## config.mk

```make
export PLATFORM = sky130hd
export DESIGN_NAME = dlt_ctrl
export DESIGN_NICKNAME = d
export VERILOG_FILES = /design/src/rtl/dlt_pkg.sv /design/src/rtl/dlt_ctrl.sv
export SDC_FILE = /design/constraint.sdc
export NUM_CORES = 1
export LEC_CHECK = 0
export ABC_CLOCK_PERIOD_IN_PS = 2050
export BUFFER_PORTS_ARGS = -buffer_cell sky130_fd_sc_hd__buf_2
export CAP_MARGIN = 40
export CORE_MARGIN = 2
export CORE_UTILIZATION = 49
export CTS_BUF_LIST = sky130_fd_sc_hd__clkbuf_8
export DETAILED_ROUTE_END_ITERATION = 10
export HOLD_SLACK_MARGIN = 0.03
export PLACE_DENSITY_LB_ADDON = 0.3
export REMOVE_ABC_BUFFERS = 1
export SETUP_SLACK_MARGIN = 0.4
export SYNTH_ARGS = -nofsm -noshare
export SYNTH_HDL_FRONTEND = slang
export SYNTH_SLANG_ARGS = --single-unit
```

## constraint.sdc

```tcl
create_clock -name clk -period 2.05 [get_ports clk]
set_input_delay 0.1025 -clock clk [delete_from_list [all_inputs] [get_ports clk]]
set_output_delay 0.1025 -clock clk [all_outputs]
set_load 0.05 [all_outputs]
```

## src/rtl/dlt_pkg.sv

```systemverilog
`timescale 1ns / 1ps
// ----------------------------------------------------------------------------
// dlt_pkg: shared types and constants of the DFA longest-match tokenizer
// Field widths, request codes and the command/status bundles between the
// controller and the datapath.
// ----------------------------------------------------------------------------
package dlt_pkg;

	localparam int REQ_W    = 2;
	localparam int SEL_W    = 3;
	localparam int IDX_W    = 12;
	localparam int VAL_W    = 12;
	localparam int BYTE_W   = 8;
	localparam int STATE_W  = 8;
	localparam int BASE_W   = 12;
	localparam int TOK_W    = 8;
	localparam int LEN_W    = 6;
	localparam int WIDE_W   = 17;

	localparam logic [BYTE_W-1:0] NEWLINE_CODE = 8'd10;

	typedef enum logic [REQ_W-1:0] {
		REQ_WRITE = 2'd0,
		REQ_BYTE  = 2'd1,
		REQ_FLUSH = 2'd2,
		REQ_NONE  = 2'd3
	} req_t;

	typedef enum logic [SEL_W-1:0] {
		SEL_BASE    = 3'd0,
		SEL_CHECK   = 3'd1,
		SEL_NEXT    = 3'd2,
		SEL_DEFAULT = 3'd3,
		SEL_ACCEPT  = 3'd4
	} sel_t;

	typedef struct packed {
		logic tbl_wr;
		logic buf_wr;
		logic scan_rd;
		logic look;
		logic take_next;
		logic take_dflt;
		logic acc_upd;
		logic emit;
		logic trunc;
		logic flush_end;
		logic fin;
	} cmd_t;

	typedef struct packed {
		logic scan_more;
		logic count_nz;
		logic match;
		logic next_alive;
		logic dflt_alive;
		logic depth_ok;
		logic at_max;
		logic hold_v;
		logic out_free;
	} stat_t;

endpackage

```

## src/rtl/dlt_ctrl.sv

```systemverilog
`timescale 1ns / 1ps
// ----------------------------------------------------------------------------
// dlt_ctrl: tokenizer sequencer
// Walks each buffered byte through the table lookups, decides reject,
// fallback and emit, and closes each byte or flush item with its final result when one is held.
// ----------------------------------------------------------------------------
module dlt_ctrl
	import dlt_pkg::*;
(
	input  logic             clk,
	input  logic             arst_n,
	input  logic             in_valid,
	output logic             in_ready,
	input  logic [REQ_W-1:0] req_type,
	input  stat_t            st,
	output cmd_t             cmd
);

	typedef enum logic [6:0] {
		ST_IDLE = 7'b0000001,
		ST_SCAN = 7'b0000010,
		ST_LOOK = 7'b0000100,
		ST_CHK  = 7'b0001000,
		ST_ACC  = 7'b0010000,
		ST_EMIT = 7'b0100000,
		ST_FIN  = 7'b1000000
	} fsm_t;

	fsm_t state_q, state_d;
	logic flush_q, flush_d;
	logic trunc_q, trunc_d;

	assign in_ready = (state_q == ST_IDLE);

	always_comb begin
		state_d = state_q;
		flush_d = flush_q;
		trunc_d = trunc_q;
		cmd     = '0;
		case (state_q)
			ST_IDLE: begin
				if (in_valid) begin
					case (req_t'(req_type))
						REQ_WRITE: cmd.tbl_wr = 1'b1;
						REQ_BYTE: begin
							cmd.buf_wr = 1'b1;
							flush_d    = 1'b0;
							state_d    = ST_SCAN;
						end
						REQ_FLUSH: begin
							flush_d = 1'b1;
							state_d = ST_SCAN;
						end
						default: state_d = ST_IDLE;
					endcase
				end
			end
			ST_SCAN: begin
				if (st.scan_more) begin
					cmd.scan_rd = 1'b1;
					state_d     = ST_LOOK;
				end else if (flush_q && st.count_nz) begin
					trunc_d = 1'b0;
					state_d = ST_EMIT;
				end else begin
					cmd.flush_end = flush_q;
					state_d       = ST_FIN;
				end
			end
			ST_LOOK: begin
				cmd.look = 1'b1;
				state_d  = ST_CHK;
			end
			ST_CHK: begin
				trunc_d = 1'b0;
				if (st.match) begin
					if (st.next_alive) begin
						cmd.take_next = 1'b1;
						state_d       = ST_ACC;
					end else begin
						state_d = ST_EMIT;
					end
				end else if (st.depth_ok && st.dflt_alive) begin
					cmd.take_dflt = 1'b1;
					state_d       = ST_LOOK;
				end else begin
					state_d = ST_EMIT;
				end
			end
			ST_ACC: begin
				cmd.acc_upd = 1'b1;
				if (st.at_max) begin
					// Still alive at the buffer limit: force the token out.
					trunc_d = 1'b1;
					state_d = ST_EMIT;
				end else begin
					state_d = ST_SCAN;
				end
			end
			ST_EMIT: begin
				if (!st.hold_v || st.out_free) begin
					cmd.emit  = 1'b1;
					cmd.trunc = trunc_q;
					state_d   = ST_SCAN;
				end
			end
			ST_FIN: begin
				if (!st.hold_v) begin
					state_d = ST_IDLE;
				end else if (st.out_free) begin
					cmd.fin = 1'b1;
					state_d = ST_IDLE;
				end
			end
			default: state_d = ST_IDLE;
		endcase
	end

	always_ff @(posedge clk or negedge arst_n) begin
		if (!arst_n) begin
			state_q <= ST_IDLE;
			flush_q <= 1'b0;
			trunc_q <= 1'b0;
		end else begin
			state_q <= state_d;
			flush_q <= flush_d;
			trunc_q <= trunc_d;
		end
	end

endmodule

```

==> Word level (Yosys, flattened, before mapping) <==
Index checks and enable logic that the tools add are counted.
{ "classes": {"n_mux": 38, "n_eq_ne": 16, "n_reduce_logical": 11} }
{ "ops": {"columns": ["operator", "n"], "rows": [
  ["$mux W7", 7],
  ["$pmux W7 S7", 1],
  ["$mux W1", 19],
  ["$mux W6", 3],
  ["$pmux W7 S2", 1],
  ["$ne A2 B2 Y1 const B", 6],
  ["$mux W2", 5],
  ["$reduce_and A4 Y1", 2],
  ["$eq A7 B1 Y1 const B", 1],
  ["$eq A7 B2 Y1 const B", 1],
  ["$eq A7 B3 Y1 const B", 1],
  ["$eq A7 B4 Y1 const B", 1],
  ["$eq A7 B5 Y1 const B", 1],
  ["$eq A7 B6 Y1 const B", 1],
  ["$eq A7 B7 Y1 const B", 1],
  ["$ne A3 B3 Y1 const B", 1],
  ["$pmux W1 S3", 1],
  ["$reduce_and A3 Y1", 1],
  ["$reduce_bool A3 Y1", 1],
  ["$eq A2 B1 Y1 const B", 1],
  ["$eq A2 B2 Y1 const B", 1],
  ["$logic_and A1 B1 Y1", 2],
  ["$logic_not A2 Y1", 1],
  ["$pmux W1 S2", 1],
  ["other kinds (4)", 4]
]} }
{ "word_totals": {"output_inout_bits": 12, "inputBits": 14, "reg_bits": 9, "wordCells": 68} }

==> Longest topological paths before layout <==
{ "depth": {"word_depth": 5, "ltp_mapped": 6, "ltp_nobuf": 6} }

==> Worst setup path after synthesis <==
No wires, ideal clock.
{ "synth_timing": {"path_type": "register -> output", "from": "reg state_q[4]", "to": "out cmd[1] (netlist bit)", "arrival_ns": 2.595, "t_required_ns": 1.947, "n_path_buf": 0, "setup_slack_ns": -0.647, "stages_incl_launch_ff": 4, "path_cell_list": "dfrtp_1 > nor4_4 > nand3_1 > nor4b_1"} }
{ "synth_rtl": {"columns": ["item", "line", "source"], "rows": [
  ["start, declared", "dlt_ctrl.sv:29", "fsm_t state_q, state_d;"],
  ["start signal, assigned", "dlt_ctrl.sv:125", "state_q <= state_d;"],
  ["end, declared", "dlt_ctrl.sv:16", "output cmd_t cmd"]
]} }

==> results.tsv <==
metric	value	unit
final_util	86.5	%
hold_viol	0	
ant_nets	0	
vias	865	
worst_pin_slew	0.416	ns
outcome	completed	
fin_area	1150	um2
ys_warn_count	0	
worstPathRequired	1.95	ns
critPathKind	register to primary output	
antenna_found_initial	0	
drive_above_1_share	51.6	%
drcViolationCount	0	
cp_cell_sequence	nor4_4, nor4b_4, and3_1, buf_6	
drtIter0Drc	28	
grt_pass1_wl	3920	um
gp_congestion	0.810	
max_stage_delay	0.45	ns
dp_cells	119	
die_w	42.3	um
ys_seq_area_share	31.5	%
netlist_area	719	um2
yosys_register_bits	9	
final_common_cell	buf_2	
synth-simple-area-share	38.3	%
clk_pin_slew	0.05	ns
cp_data_arrival_time	1.80	ns
num_rows	13	
p_seq_share	24.3	%
fmax	525	MHz
finalSetupViolCount	0	
overflow	0	
port_buffers	25	
numCtsBuffers	3	
synth_adder_area_share	5.22	%
peakVddDrop	0.000925	V
worstPathMaxFanout	5	
power.total	1.23	mW
ioPinCount	26	
finish.net_count	140	
min_period_over_period	92.9	%
coreArea	1330	um2
synth.avg_cell_area	8.99	um2
viasPerCell	6.31	
first_pass_iters	4	
wl	2640	um
cts_num_sinks	9	
hold_path_class	input port to register	
clk_latency	0.25	ns
cpMaxStageDelayCell	dfrtp_2	
synth_compound_area_share	14.1	%
switching_share	43.4	%
track_usage	29.3	%
rsz0062_at_grt	true	
mostFrequentLayoutCells	buf_2, buf_4, buf_6	
crit_path_start_kind	register	
synthXorXnorAreaFrac	3.65	%
power_density	1070	nW/um2
slew_headroom	72.0	%
cts_htree_levels	1	
synthCells	80	
clock-root-buffer	clkbuf_8	
muxShareOfSynthArea	2.09	%
finalClockSkew	0.00532	ns
antennaDiodeCount	0	
synth_top_family_by_area	simple AND/OR/NAND/NOR gates	
dieArea	1790	um2
end_kind	primary output	
start_util	53.9	%
cts.path.max_buffers	2	
p_sw	534	uW
syn_to_final_growth	60.3	%
tns	0	ns
dpl_cell_area	860	um2
pwr-share-comb	57.4	%
wl_per_cell	19.3	um
netlist-cell-type-count	36	
cp.buffers_inverters	1	
cpLargestDelayFamily	simple AND/OR/NAND/NOR gates	
clockPowerShare	18.3	%
intPower	698	uW
cap_violations	0	
die_h	42.3	um
grt_max_degree	13	
finalCriticalPeriod	1.90	ns
stdcell_count	137	
p_leak	0.566	nW
grt_pass1_vias	822	
cts_tree	yes	
dp_hpwl	1410	um
drv_slew	0	
==> final cells by class <==
| class | instances | area (um2) |
|---|---|---|
| multi-input cells | 62 | 524 |
| repair buffers | 40 | 307 |
| flip-flops and latches | 9 | 233 |
| fillers | 70 | 180 |
| clock buffers | 3 | 41.3 |
| inverters | 7 | 26.3 |
| well taps | 15 | 18.8 |
| clock inverters | 1 | 3.75 |
==> cells in the mapped netlist, drive strengths merged <==
master | count | area (um2)
a211oi | 1 | 7.51
a21oi | 2 | 10.0
a22oi | 1 | 7.51
a31oi | 1 | 6.26
a32o | 1 | 10.0
and2 | 1 | 6.26
and3 | 3 | 18.8
and3b | 1 | 8.76
and4 | 1 | 8.76
and4b | 2 | 20.0
buf | 1 | 7.51
clkbuf | 1 | 3.75
dfrtp | 8 | 200
dfstp | 1 | 26.3
ha | 3 | 37.5
inv | 7 | 26.3
mux2 | 1 | 15.0
nand2 | 3 | 11.3
nand2b | 3 | 18.8
nand3 | 2 | 15.0
nand3b | 4 | 30.0
nand4 | 3 | 18.8
nand4b | 1 | 8.76
nor2 | 9 | 33.8
nor3 | 3 | 15.0
nor4 | 1 | 21.3
nor4b | 2 | 32.5
o2111ai | 2 | 17.5
o21ai | 5 | 25.0
o22a | 1 | 8.76
o311ai | 1 | 8.76
or2b | 1 | 7.51
xnor2 | 1 | 8.76
xor2 | 2 | 17.5
==> power groups by stage <==
stage | registers (mW) | clock network (mW) | logic, mW
6_report | 0.299 | 0.225 | 0.708
5_1_grt | 0.306 | 0.237 | 0.758
4_1_cts | 0.289 | 0.210 | 0.562
3_5_place_dp | 0.287 | 0 | 0.435
3_3_place_gp | 0.285 | 0 | 0.429
2_1_floorplan | 0.271 | 0 | 0.339
==> metrics by stage <==
step                worst slack (ns)  hold slack, ns
finish                         0.146           0.134
global route                  0.0721           0.154
CTS                            0.223           0.137
detailed placement             0.270         -0.0351
global placement               0.320         -0.0323
floorplan                     -0.647          -0.193
==> final timing paths <==
check                      slack, ns  cells after the start                     end                    from
setup / recovery                0.15                      4                  cmd[9]  state_q[6]$_DFFE_PN0P_
hold / removal                  0.13                      2  state_q[6]$_DFFE_PN0P_                   st[1]
setup reg to reg                0.21                      5     flush_q$_DFFE_PN0P_  state_q[6]$_DFFE_PN0P_
hold reg to reg                 0.56                      1     flush_q$_DFFE_PN0P_     flush_q$_DFFE_PN0P_
max in group asynchronous       1.56                      2  state_q[0]$_DFFE_PN1P_                  arst_n
min in group asynchronous       0.24                      2     flush_q$_DFFE_PN0P_                  arst_n
==> cells by family after synthesis <==
| kind of cell | count (synthesis) |
|---|---|
| AND/OR/NAND/NOR | 40 |
| AO/OA/AOI/OAI | 15 |
| buffers and inverters | 9 |
| flip-flops | 9 |
| XOR/XNOR | 3 |
| adder cells (fa/ha/maj) | 3 |
| multiplexers | 1 |
==> worst register-to-register path: cells and delay by family, from the launching register on <==
| kind | cells | cell delay, ns |
|---|---|---|
| multiplexers | 1 | 0.30 |
| AND/OR/NAND/NOR | 3 | 0.80 |
| buffers and inverters | 1 | 0.18 |
| flip-flops | 1 | 0.45 |
==> per-layer routing <==
layer	part of all wire (%)	global-route usage [%]	wire [um]	up-vias
met1	41	32.4	1070	426
met5	0	0	0	-
met2	51	51.4	1340	48
met4	2.7	16.9	71	0
li1	-	-	-	380
met3	5.8	5.60	152	11
==> flip-flops by register name, summed over array words and instances, names as in the netlist <==
register,count
flush_q,1
state_q,7
trunc_q,1
==> what timing repair did <==
item | CTS | global route
hold buffers | 1 | 0
endpoints found under the setup margin | 13 | 18
buffers inserted | 9 | 4
resized for setup | 25 | 15
endpoints found under the hold margin | 9 | 0
pin swaps | 6 | 6
Note: power is estimated with default switching activity, not from simulation.
